<file path="config.mk">
export PLATFORM = sky130hd
export DESIGN_NAME = sine_cosine_taylor_series_top
export DESIGN_NICKNAME = d
export VERILOG_FILES = /design/src/hdl/sct_pkg.sv /design/src/hdl/sct_div.sv /design/src/hdl/sine_cosine_taylor_series_top.sv
export VERILOG_INCLUDE_DIRS = /design/src /design/src/hdl
export SDC_FILE = /design/constraint.sdc
export NUM_CORES = 2
export LEC_CHECK = 0
export BUFFER_PORTS_ARGS = -buffer_cell sky130_fd_sc_hd__buf_4
export CORE_AREA = 3 3 414 416
export DETAILED_ROUTE_END_ITERATION = 10
export DIE_AREA = 0 0 417 419
export GPL_ROUTABILITY_DRIVEN = 0
export GPL_TIMING_DRIVEN = 0
export PLACE_DENSITY = 0.53
export SLEW_MARGIN = 10
export SYNTH_ARGS = -nofsm -noshare
export SYNTH_HDL_FRONTEND = slang
export SYNTH_SLANG_ARGS = --single-unit
</file>
<file path="constraint.sdc">
create_clock -name clk -period 26.9 [get_ports clk]
set_input_delay 4.035 -clock clk [delete_from_list [all_inputs] [get_ports clk]]
set_output_delay 4.035 -clock clk [all_outputs]
set_load 0.03 [all_outputs]
</file>
<file path="src/hdl/sine_cosine_taylor_series_top_defines.svh">
// Assertion helpers shared by the block's modules.
// They expect clk and rst_n to be visible where they are used.
`ifndef SINE_COSINE_TAYLOR_SERIES_TOP_DEFINES_SVH
`define SINE_COSINE_TAYLOR_SERIES_TOP_DEFINES_SVH

// Same-cycle implication.
`define SCT_ASSERT_NOW(lbl, ante, cons, msg) \
  lbl: assert property (@(posedge clk) disable iff (!rst_n) (ante) |-> (cons)) \
    else $error(msg);

// Next-cycle implication.
`define SCT_ASSERT_NEXT(lbl, ante, cons, msg) \
  lbl: assert property (@(posedge clk) disable iff (!rst_n) (ante) |=> (cons)) \
    else $error(msg);

`endif

</file>
<file path="src/hdl/sct_pkg.sv">
package sct_pkg;

  localparam int MAX_TERMS_DEF = 16;

  // Q formats
  localparam int ANGLE_W    = 31;
  localparam int ABS_W      = 30;
  localparam int VALUE_W    = 32;
  localparam int FRAC_SHIFT = 28;
  localparam int RND_BIT    = 27;

  // Term magnitude stays below about 5.2 in Q.30, x^2 below 10 in Q.28.
  localparam int MAG_W  = 33;
  localparam int X2_W   = 32;
  localparam int PROD_W = MAG_W + X2_W;
  localparam int NUM_W  = PROD_W + 1 - FRAC_SHIFT;
  localparam int SUM_W  = 35;

  // Quotient bits resolved per divider cycle.
  localparam int DIV_RADIX_BITS = 2;

  localparam logic signed [ANGLE_W-1:0] ANGLE_MAX = 31'sd843314857;
  localparam logic signed [ANGLE_W-1:0] ANGLE_MIN = -31'sd843314857;
  localparam logic [MAG_W-1:0]          Q30_ONE   = MAG_W'(64'd1 << 30);
  localparam logic signed [SUM_W-1:0]   SUM_MAX   = SUM_W'(64'sd1073741824);
  localparam logic signed [SUM_W-1:0]   SUM_MIN   = -SUM_W'(64'sd1073741824);

  localparam logic CMD_SINE   = 1'b0;
  localparam logic CMD_COSINE = 1'b1;

  typedef enum logic [2:0] {
    ST_IDLE,
    ST_SQR,
    ST_INIT,
    ST_MUL,
    ST_DIVST,
    ST_DIV,
    ST_ACC,
    ST_DONE
  } state_t;

  typedef struct packed {
    logic busy;
    logic done;
  } div_sts_t;

endpackage

</file>
<file path="src/hdl/sct_div.sv">
`include "sine_cosine_taylor_series_top_defines.svh"

module sct_div #(
  parameter int D_W = 10
) (
  input  logic                      clk,
  input  logic                      rst_n,
  input  logic                      start,
  input  logic [sct_pkg::NUM_W-1:0] dividend,
  input  logic [D_W-1:0]            divisor,
  output logic [sct_pkg::NUM_W-1:0] quotient,
  output sct_pkg::div_sts_t         sts
);
  import sct_pkg::*;

  localparam int STEPS = (NUM_W + DIV_RADIX_BITS - 1) / DIV_RADIX_BITS;
  localparam int PAD_W = STEPS * DIV_RADIX_BITS;
  localparam int CNT_W = $clog2(STEPS + 1);

  logic [PAD_W-1:0] quo_r, quo_nxt;
  logic [D_W-1:0]   rem_r, rem_nxt;
  logic [D_W-1:0]   divisor_r, divisor_nxt;
  logic [CNT_W-1:0] cnt_r, cnt_nxt;
  logic             done_r, done_nxt;

  // Restoring long division, a few quotient bits per cycle.
  always_comb begin
    logic [PAD_W-1:0] q;
    logic [D_W-1:0]   rm;
    logic [D_W:0]     t;
    q           = quo_r;
    rm          = rem_r;
    t           = '0;
    divisor_nxt = divisor_r;
    cnt_nxt     = cnt_r;
    done_nxt    = 1'b0;
    if (start) begin
      q           = PAD_W'(dividend);
      rm          = '0;
      divisor_nxt = divisor;
      cnt_nxt     = CNT_W'(STEPS);
    end else if (cnt_r != '0) begin
      for (int i = 0; i < DIV_RADIX_BITS; i++) begin
        t = {rm, q[PAD_W-1]};
        q = {q[PAD_W-2:0], 1'b0};
        if (t >= {1'b0, divisor_r}) begin
          t    = t - {1'b0, divisor_r};
          q[0] = 1'b1;
        end
        rm = t[D_W-1:0];
      end
      cnt_nxt  = cnt_r - 1'b1;
      done_nxt = (cnt_r == CNT_W'(1));
    end
    quo_nxt = q;
    rem_nxt = rm;
  end

  always_ff @(posedge clk) begin
    quo_r     <= quo_nxt;
    rem_r     <= rem_nxt;
    divisor_r <= divisor_nxt;
    if (!rst_n) begin
      cnt_r  <= '0;
      done_r <= 1'b0;
    end else begin
      cnt_r  <= cnt_nxt;
      done_r <= done_nxt;
    end
  end

  assign quotient = quo_r[NUM_W-1:0];
  assign sts.busy = (cnt_r != '0);
  assign sts.done = done_r;

  `SCT_ASSERT_NOW(a_start_idle, start, cnt_r == '0, "divider started while busy")
  `SCT_ASSERT_NEXT(a_start_busy, start, cnt_r != '0, "divider did not begin after start")
  `SCT_ASSERT_NOW(a_rem_lt_div, done_r, rem_r < divisor_r, "remainder not below divisor")

endmodule

</file>
<file path="src/hdl/sine_cosine_taylor_series_top.sv">
// Sine or cosine of an angle by Maclaurin series. An item carries in_cmd (0 sine,
// 1 cosine) and in_angle (signed Q3.28 radians, clamped to [-pi, pi]); the result
// out_value is signed Q2.30, saturated to [-1, 1]. One shared multiplier forms x^2
// and then each term times x^2; an iterative divider (two quotient bits a cycle)
// divides by n(n+1). An item runs through T terms past the first, at most
// MAX_TERMS-1, ending at the first term that rounds to zero. One item is in work
// at a time; in_ready is high only between items, and a finished result waits in
// the output register while the next item is accepted.
`include "sine_cosine_taylor_series_top_defines.svh"

module sine_cosine_taylor_series_top #(
  parameter int MAX_TERMS = sct_pkg::MAX_TERMS_DEF
) (
  input  logic                               clk,
  input  logic                               rst_n,
  input  logic                               in_valid,
  output logic                               in_ready,
  input  logic                               in_cmd,
  input  logic signed [sct_pkg::ANGLE_W-1:0] in_angle,
  output logic                               out_valid,
  input  logic                               out_ready,
  output logic signed [sct_pkg::VALUE_W-1:0] out_value
);
  import sct_pkg::*;

  localparam int K_W = $clog2(MAX_TERMS);
  localparam int N_W = K_W + 1;
  localparam int D_W = $clog2(2 * (MAX_TERMS - 1) * (2 * MAX_TERMS - 1) + 1);
  localparam logic [K_W-1:0] K_LAST = K_W'(MAX_TERMS - 1);

  state_t state_r, state_nxt;

  logic                    cos_r, cos_nxt;
  logic                    neg_r, neg_nxt;
  logic [ABS_W-1:0]        a_r, a_nxt;
  logic [X2_W-1:0]         x2_r, x2_nxt;
  logic [MAG_W-1:0]        mag_r, mag_nxt;
  logic [PROD_W-1:0]       prod_r, prod_nxt;
  logic signed [SUM_W-1:0] sum_r, sum_nxt;
  logic [K_W-1:0]          k_r, k_nxt;
  logic                    out_valid_r, out_valid_nxt;
  logic signed [VALUE_W-1:0] out_value_r, out_value_nxt;

  logic                    out_free;
  logic                    div_start;
  logic [MAG_W-1:0]        mul_a;
  logic [X2_W-1:0]         mul_b;
  logic [N_W-1:0]          n_val;
  logic [2*N_W-1:0]        d_full;
  logic [D_W-1:0]          d_val;
  logic [PROD_W:0]         num_full;
  logic [NUM_W-1:0]        div_num;
  logic [NUM_W-1:0]        div_quo;
  logic [MAG_W-1:0]        quo_mag;
  div_sts_t                div_sts;

  assign out_free = !out_valid_r || out_ready;

  // n = 2k for sine, 2k-1 for cosine; divisor n(n+1)
  assign n_val    = {k_r, 1'b0} - N_W'(cos_r);
  assign d_full   = (2*N_W)'(n_val) * ((2*N_W)'(n_val) + 1'b1);
  assign d_val    = d_full[D_W-1:0];
  // Fold the half-up rounding into the dividend: floor((p + d*2^27) / (d*2^28)).
  assign num_full = (PROD_W+1)'(prod_r) + ((PROD_W+1)'(d_val) << RND_BIT);
  assign div_num  = num_full[PROD_W:FRAC_SHIFT];
  assign quo_mag  = div_quo[MAG_W-1:0];

  assign mul_a = (state_r == ST_SQR) ? MAG_W'(a_r) : mag_r;
  assign mul_b = (state_r == ST_SQR) ? X2_W'(a_r) : x2_r;

  sct_div #(
    .D_W (D_W)
  ) u_div (
    .clk      (clk),
    .rst_n    (rst_n),
    .start    (div_start),
    .dividend (div_num),
    .divisor  (d_val),
    .quotient (div_quo),
    .sts      (div_sts)
  );

  // Next state
  always_comb begin
    state_nxt = state_r;
    case (state_r)
      ST_IDLE:  if (in_valid) state_nxt = ST_SQR;
      ST_SQR:   state_nxt = ST_INIT;
      ST_INIT:  state_nxt = ST_MUL;
      ST_MUL:   state_nxt = ST_DIVST;
      ST_DIVST: state_nxt = ST_DIV;
      ST_DIV:   if (div_sts.done) state_nxt = ST_ACC;
      ST_ACC: begin
        if (quo_mag == '0 || k_r == K_LAST) state_nxt = ST_DONE;
        else state_nxt = ST_MUL;
      end
      ST_DONE:  if (out_free) state_nxt = ST_IDLE;
      default:  state_nxt = ST_IDLE;
    endcase
  end

  // Outputs of the sequencer
  always_comb begin
    in_ready  = (state_r == ST_IDLE);
    div_start = (state_r == ST_DIVST);
  end

  // Datapath
  always_comb begin
    logic signed [ANGLE_W-1:0] ang_c;
    logic [PROD_W-1:0]         x2_full;
    logic [SUM_W-1:0]          mag_ext;
    ang_c         = in_angle;
    x2_full       = '0;
    mag_ext       = '0;
    cos_nxt       = cos_r;
    neg_nxt       = neg_r;
    a_nxt         = a_r;
    x2_nxt        = x2_r;
    mag_nxt       = mag_r;
    prod_nxt      = prod_r;
    sum_nxt       = sum_r;
    k_nxt         = k_r;
    out_valid_nxt = out_valid_r && !out_ready;
    out_value_nxt = out_value_r;
    case (state_r)
      ST_IDLE: begin
        if (in_angle > ANGLE_MAX) ang_c = ANGLE_MAX;
        else if (in_angle < ANGLE_MIN) ang_c = ANGLE_MIN;
        cos_nxt = in_cmd;
        neg_nxt = ang_c[ANGLE_W-1];
        a_nxt   = ang_c[ANGLE_W-1] ? ABS_W'(-ang_c) : ABS_W'(ang_c);
      end
      ST_SQR, ST_MUL: begin
        prod_nxt = mul_a * mul_b;
      end
      ST_INIT: begin
        x2_full = prod_r + PROD_W'(64'd1 << RND_BIT);
        x2_nxt  = x2_full[FRAC_SHIFT +: X2_W];
        k_nxt   = K_W'(1);
        if (cos_r == CMD_COSINE) begin
          mag_nxt = Q30_ONE;
          neg_nxt = 1'b0;
          sum_nxt = SUM_W'(Q30_ONE);
        end else begin
          mag_nxt = MAG_W'({a_r, 2'b00});
          mag_ext = SUM_W'({a_r, 2'b00});
          sum_nxt = neg_r ? -$signed(mag_ext) : $signed(mag_ext);
        end
      end
      ST_ACC: begin
        mag_nxt = quo_mag;
        neg_nxt = !neg_r;
        mag_ext = SUM_W'(quo_mag);
        // flip sign, add unless the term rounded away
        if (quo_mag != '0) begin
          sum_nxt = neg_r ? sum_r + $signed(mag_ext) : sum_r - $signed(mag_ext);
          k_nxt   = k_r + 1'b1;
        end
      end
      ST_DONE: begin
        if (out_free) begin
          out_valid_nxt = 1'b1;
          if (sum_r > SUM_MAX) out_value_nxt = VALUE_W'(SUM_MAX);
          else if (sum_r < SUM_MIN) out_value_nxt = VALUE_W'(SUM_MIN);
          else out_value_nxt = VALUE_W'(sum_r);
        end
      end
      default: begin
      end
    endcase
  end

  always_ff @(posedge clk) begin
    cos_r       <= cos_nxt;
    neg_r       <= neg_nxt;
    a_r         <= a_nxt;
    x2_r        <= x2_nxt;
    mag_r       <= mag_nxt;
    prod_r      <= prod_nxt;
    sum_r       <= sum_nxt;
    k_r         <= k_nxt;
    out_value_r <= out_value_nxt;
    if (!rst_n) begin
      state_r     <= ST_IDLE;
      out_valid_r <= 1'b0;
    end else begin
      state_r     <= state_nxt;
      out_valid_r <= out_valid_nxt;
    end
  end

  assign out_valid = out_valid_r;
  assign out_value = out_value_r;

  `SCT_ASSERT_NEXT(a_accept_sqr, in_valid && in_ready, state_r == ST_SQR, "accept did not start")
  `SCT_ASSERT_NOW(a_div_done_st, div_sts.done, state_r == ST_DIV, "divider done out of step")
  `SCT_ASSERT_NOW(a_acc_k, state_r == ST_ACC, k_r != '0, "term index zero at accumulate")
  `SCT_ASSERT_NOW(a_out_range, out_valid_r,
    (out_value_r <= 32'sd1073741824) && (out_value_r >= -32'sd1073741824),
    "result outside unit range")

endmodule

</file>
# Word level (Yosys, flattened, before mapping)
# Cells that the tools add are included.
[op_classes]
bitwise_logic = 2
muxes = 35
addsub = 12
reduce_logical = 21
n_eq_ne = 14
multipliers = 2
n_lt_le_gt_ge = 6
[op_table]
columns = ["op", "n"]
rows = [
  ["35-bit two-way mux", 4],
  ["32-bit two-way mux", 3],
  ["31-bit two-way mux", 3],
  ["38-bit two-way mux", 2],
  ["35-bit one-hot mux with 2 select lines", 1],
  ["65-bit by 37-bit adder with 66-bit output", 1],
  ["33-bit one-hot mux with 2 select lines", 1],
  ["33-bit by 32-bit multiplier with 65-bit output", 1],
  ["60-bit by 28-bit adder with 60-bit output (second input constant)", 1],
  ["10-bit two-way mux", 4],
  ["35-bit by 34-bit adder with 35-bit output", 1],
  ["35-bit by 32-bit > comparator with 1-bit output (second input constant)", 1],
  ["35-bit by 31-bit less-than comparator with 1-bit output (second input constant)", 1],
  ["32-bit negation with 35-bit output", 1],
  ["35-bit by 34-bit subtractor with 35-bit output", 1],
  ["33-bit logical NOT", 1],
  ["33-bit two-way mux", 1],
  ["33-bit nonzero test", 1],
  ["31-bit > comparator (second input constant)", 1],
  ["31-bit less-than comparator (second input constant)", 1],
  ["30-bit two-way mux", 1],
  ["30-bit negation", 1],
  ["3-bit one-hot mux with 8 select lines", 1],
  ["11-bit by 10-bit greater-or-equal comparator with 1-bit output", 2],
  ["31 further kinds", 56],
]
[word_totals]
in_bits = 36
register_bits = 301

# Logic depth before layout (Yosys ltp)
[logic_depth]
ltp_word = 8
depth_mapped = 36
depth_no_buf = 34

# Hierarchy
# Synthesis repeated with hierarchy kept, for this count alone.
[hier_totals]
cells_unflattened = 5710
hier_area_um2 = 51149.1
[by_module_without_submodules]
columns = ["mod", "cells_per_inst", "area_each_um2", "n_inst"]
rows = [
  ["sine_cosine_taylor_series_top", 5390, 47398.0, 1],
  ["sct_div", 320, 3751.1, 1],
]

# Worst setup path after synthesis
# Ideal clock, no wire load.
[synth_timing]
kind = "register -> register"
from = "reg state_r[1]"
to = "reg prod_r[64], data pin"
required_ns = 26.636
t_arrival_ns = 8.582
path_buffers = 3
setup_slack_ns = 18.054
stages_incl_launch_ff = 33
path_cell_list = "dfxtp_1 > inv_1 > ha_1 > inv_1 > nor2_1 > clkbuf_1 > clkbuf_1 > nand2_1 > nand2_1 > clkbuf_1 > nand2_1 > fa_1 > fa_1 > fa_1 > fa_1 > fa_1 > inv_1 > fa_1 > fa_1 > inv_1 > fa_1 > inv_1 > ha_1 > a21oi_1 > o211ai_1 > a211o_1 > a31oi_1 > a211oi_1 > or2_2 > a211oi_1 > a21oi_1 > a221oi_1 > xnor2_1"
[synth_via]
elab_chain_len = 3
word_cells_on_any_way = 4
[synth_lines]
columns = ["item", "line_no", "source"]
rows = [
  ["start, declared", "sine_cosine_taylor_series_top.sv:31", "state_t state_r, state_nxt;"],
  ["start signal, assigned", "sine_cosine_taylor_series_top.sv:188", "state_r <= state_nxt;"],
  ["3-bit by 1-bit == test with 1-bit output (*)", "sine_cosine_taylor_series_top.sv:68, sine_cosine_taylor_series_top.sv:69", ""],
  ["33-bit two-way mux / 32-bit two-way mux (equally long branches)", "sine_cosine_taylor_series_top.sv:68, sine_cosine_taylor_series_top.sv:69", ""],
  ["33-bit by 32-bit multiplier with 65-bit output (*)", "sine_cosine_taylor_series_top.sv:135", "prod_nxt = mul_a * mul_b;"],
  ["end signal, assigned", "sine_cosine_taylor_series_top.sv:180", "prod_r <= prod_nxt;"],
  ["end, declared", "sine_cosine_taylor_series_top.sv:38", "logic [PROD_W-1:0] prod_r, prod_nxt;"],
]
# Every way passes the cells marked *; elsewhere a longest branch is shown, timed or not.
# A chain may end at the register's enable or synchronous reset.

# Worst setup path in the final report
[layout_timing]
from = "reg state_r[1]"
to = "reg prod_r[59], data pin"
# The elaborated chain is that of the path after synthesis.

==> flow_metrics.py <==
metrics = {
    "worst_setup_path": {
        "critPathArrivalTime_ns": 13.59,
        "required_ns": 27.16,
        "worstRegToRegCells": 30,
        "crit_type": "reg2reg",
        "crit_slowest_cell": "clkbuf_1",
        "slowest_delay_ns": 0.98,
        "cpMostUsedCell": "fa_1",
        "critPathMaxFanout": 10,
        "worst_setup_path_start_kind": "register",
        "end_kind": "register",
    },
    "timing": {
        "hold_viol": 0,
        "period_minus_slack_ns": 13.33,
        "slew_viol_final": 0,
        "timing.final.crit_share_pct": 49.54,
        "setup_slack_ns": 13.57,
        "timing.fmax_mhz": 75.04,
        "slew_headroom_pct": 8.144,
        "setup_tns_ns": 0,
        "rsz0062_at_grt": "no",
        "finClkSkew_ns": 0.04685,
        "finalSetupViolCount": 0,
        "worstMarginPinSlew_ns": 1.378,
    },
    "die": {
        "core_um2": 167600,
        "die-area_um2": 174700,
        "die_w_um": 417,
        "rows": 150,
        "io_pins": 70,
        "start_util_pct": 30.08,
        "fp.dieH_um": 419,
    },
    "clocking": {
        "htreeDepth": 2,
        "post_cts_buffers": 0,
        "clock_sinks": 273,
        "clk_path_buf_depth": 3,
        "cts_resized": 0,
        "postCtsHoldBufs": 0,
        "root_buffer": "clkbuf_16",
        "insertion_delay_ns": 0.57,
        "path_clk_slew_ns": 0.06,
        "cts_tree": "built",
        "cts_made_buffers": 34,
    },
    "synthesis": {
        "synth-async-reset-ratio_pct": 0,
        "synth_edf_count": 253,
        "yosys_most_used_dff": "edfxtp_1",
        "synth_seq_cells": 273,
        "yosysWarnings": 0,
        "netlist_instances": 5663,
        "synth_area_um2": 50420,
        "syn_area_per_cell_um2": 8.903,
        "syn_nets": 7000,
        "ys_types": 78,
        "ys_seq_area_share_pct": 15.86,
    },
    "final_layout": {
        "fin_area_um2": 55060,
        "drive_gt1_share_pct": 3.170,
        "fin_nets": 7119,
        "area_growth_pct": 9.202,
        "utilization_pct": 32.85,
    },
    "detailed_routing": {
        "routed_wl_mm": 194.9,
        "post-route-drc-count": 0,
        "drt-pass1-iter-count": 9,
        "drtIter0Drc": 4629,
        "detail-route-antenna-nets": 0,
        "vias": 41740,
        "wl_per_cell_um": 24.32,
        "avgViaCountPerCell": 5.209,
    },
    "placed_design": {
        "dpl.hpwl_mm": 161.3,
        "io_buffers": 69,
        "pre_cts_slack_ns": 13.76,
        "dpl-instance-area_um2": 54010,
    },
    "global_route": {
        "antenna_found_initial": 4,
        "grt_pass1_wl_mm": 287.7,
        "grt-ovfl-total": 0,
        "grt_usage_pct": 22.37,
        "grt_max_degree": 36,
        "grt_pass1_vias": 42630,
    },
    "hold_path": {
        "min_path_type": "reg2reg",
        "hold-path-cell-count": 2,
    },
    "job": {
        "drv_cap": 0,
    },
    "status": {
        "outcome": "finished clean",
    },
}
-- registers in the layout (all words and copies together), names as in the netlist, 3 cells and up --
| name | count |
|---|---|
| u_div.rem_r | 10 |
| out_value | 32 |
| u_div.quotient | 38 |
| mag_r | 33 |
| k_r | 4 |
| u_div.cnt_r | 5 |
| state_r | 3 |
| a_r | 30 |
| prod_r | 38 |
| sum_r | 35 |
| x2_r | 32 |
| u_div.divisor_r | 9 |
-- cells in the mapped netlist, drive strengths merged, types with 4 or more instances --
cell type     n  area, µm²
and2         51      319.1
a21oi       209       1050
a221oi        5      43.79
and3         94      588.1
inv        1032       3874
o41ai         8      77.58
a21o         52      390.4
fa          938      18780
or2          12      75.07
nand4        25      156.4
nand2b       25      156.4
o22ai        24      150.1
o2111ai       4      35.03
clkbuf      224      840.8
dfxtp        20      400.4
o31ai        16      125.1
xnor2       121       1060
o21a         12      91.34
and4          7      61.31
or3          15      93.84
a21boi       10      75.07
o31a          4      35.03
nand2       923       3465
mux2          5      56.30
a211oi       18      135.1
nor2        592       2222
nand3b        7      52.55
o21ai       140      700.7
a31oi        31      193.9
xor2        117       1025
o21bai       20      150.1
buf          15      67.56
nor4         25      162.6
nor3         37      185.2
edfxtp      253       7597
o211ai        5      37.54
nor2b        64      400.4
ha          363       4542
or4          10      82.58
nand3        76      380.4
mux2i         6      60.06
-- cell usage in the layout, fill, tap and decap left out, types with 24 or more instances in the layout --
cell	Yosys	routed
ha_1	363	362
and2_1	49	49
a21o_1	52	52
nand2_1	923	922
and3_1	94	94
a21oi_1	208	194
edfxtp_1	253	253
nor2_1	592	590
o22ai_1	24	24
buf_4	0	69
nand3_1	76	76
nor2b_1	64	63
nor4_1	24	24
xnor2_1	121	121
clkbuf_1	224	234
clkbuf_16	0	34
nand4_1	25	25
nand2b_1	25	25
fa_1	938	938
a31oi_1	31	30
inv_1	1032	1031
nor3_1	37	37
o21ai_0	139	139
xor2_1	117	117
-- worst max-delay path, delay by kind of cell, from the launching register on --
family | cells | cell delay, ns
adder cells (fa/ha/maj) | 10 | 4.87
AO/OA/AOI/OAI | 7 | 3.06
AND/OR/NAND/NOR | 6 | 2.42
buffers and inverters | 6 | 2.13
flip-flops | 1 | 0.35
XOR/XNOR | 1 | 0.14
-- final timing paths --
| kind | startpoint | slack (ns) | end |
|---|---|---|---|
| setup / recovery | state_r[1] | 13.57 | prod_r[59] |
| hold / removal | u_div.rem_r[1] | 0.49 | u_div.rem_r[1] |
| setup reg to reg | state_r[1] | 13.57 | prod_r[59] |
| hold reg to reg | u_div.rem_r[1] | 0.49 | u_div.rem_r[1] |
-- logic make-up after synthesis --
logic type | synth area share [%]
compound gates | 7.147
xor+xnor | 4.135
fa+ha+maj | 46.25
buf+inv | 9.500
flops | 15.86
mux | 0.2308
simple gates | 16.87
-- stage by stage --
stage	std cells	hold slack, ns
5_1_grt	8008	0.5185
2_1_floorplan	5663	0.4490
3_5_place_dp	7949	0.4800
4_1_cts	8007	0.4895
6_report	8012	0.4876
3_3_place_gp	7936	0.4685
-- area by class of cell --
class	instances	area (µm²)
antenna	4	10.01
buffer	239	909.6
clock buffer	45	892.1
clock inverter	13	123.9
fill	17600	112500
inverter	1034	3881
multi-input combinational	4117	37730
sequential	273	7998
tap	2204	2758
timing repair buffer	83	757.0
-- layer usage --
metal	routed length, µm	track usage [%]
met2	82460	33.35
met3	22500	7.201
met4	13740	12.51
met1	76150	28.60
met5	0	0.02779
Power is left out: the tool's default activity adds up to more than one toggle a clock period on the data nets, which glitch-free logic cannot reach.
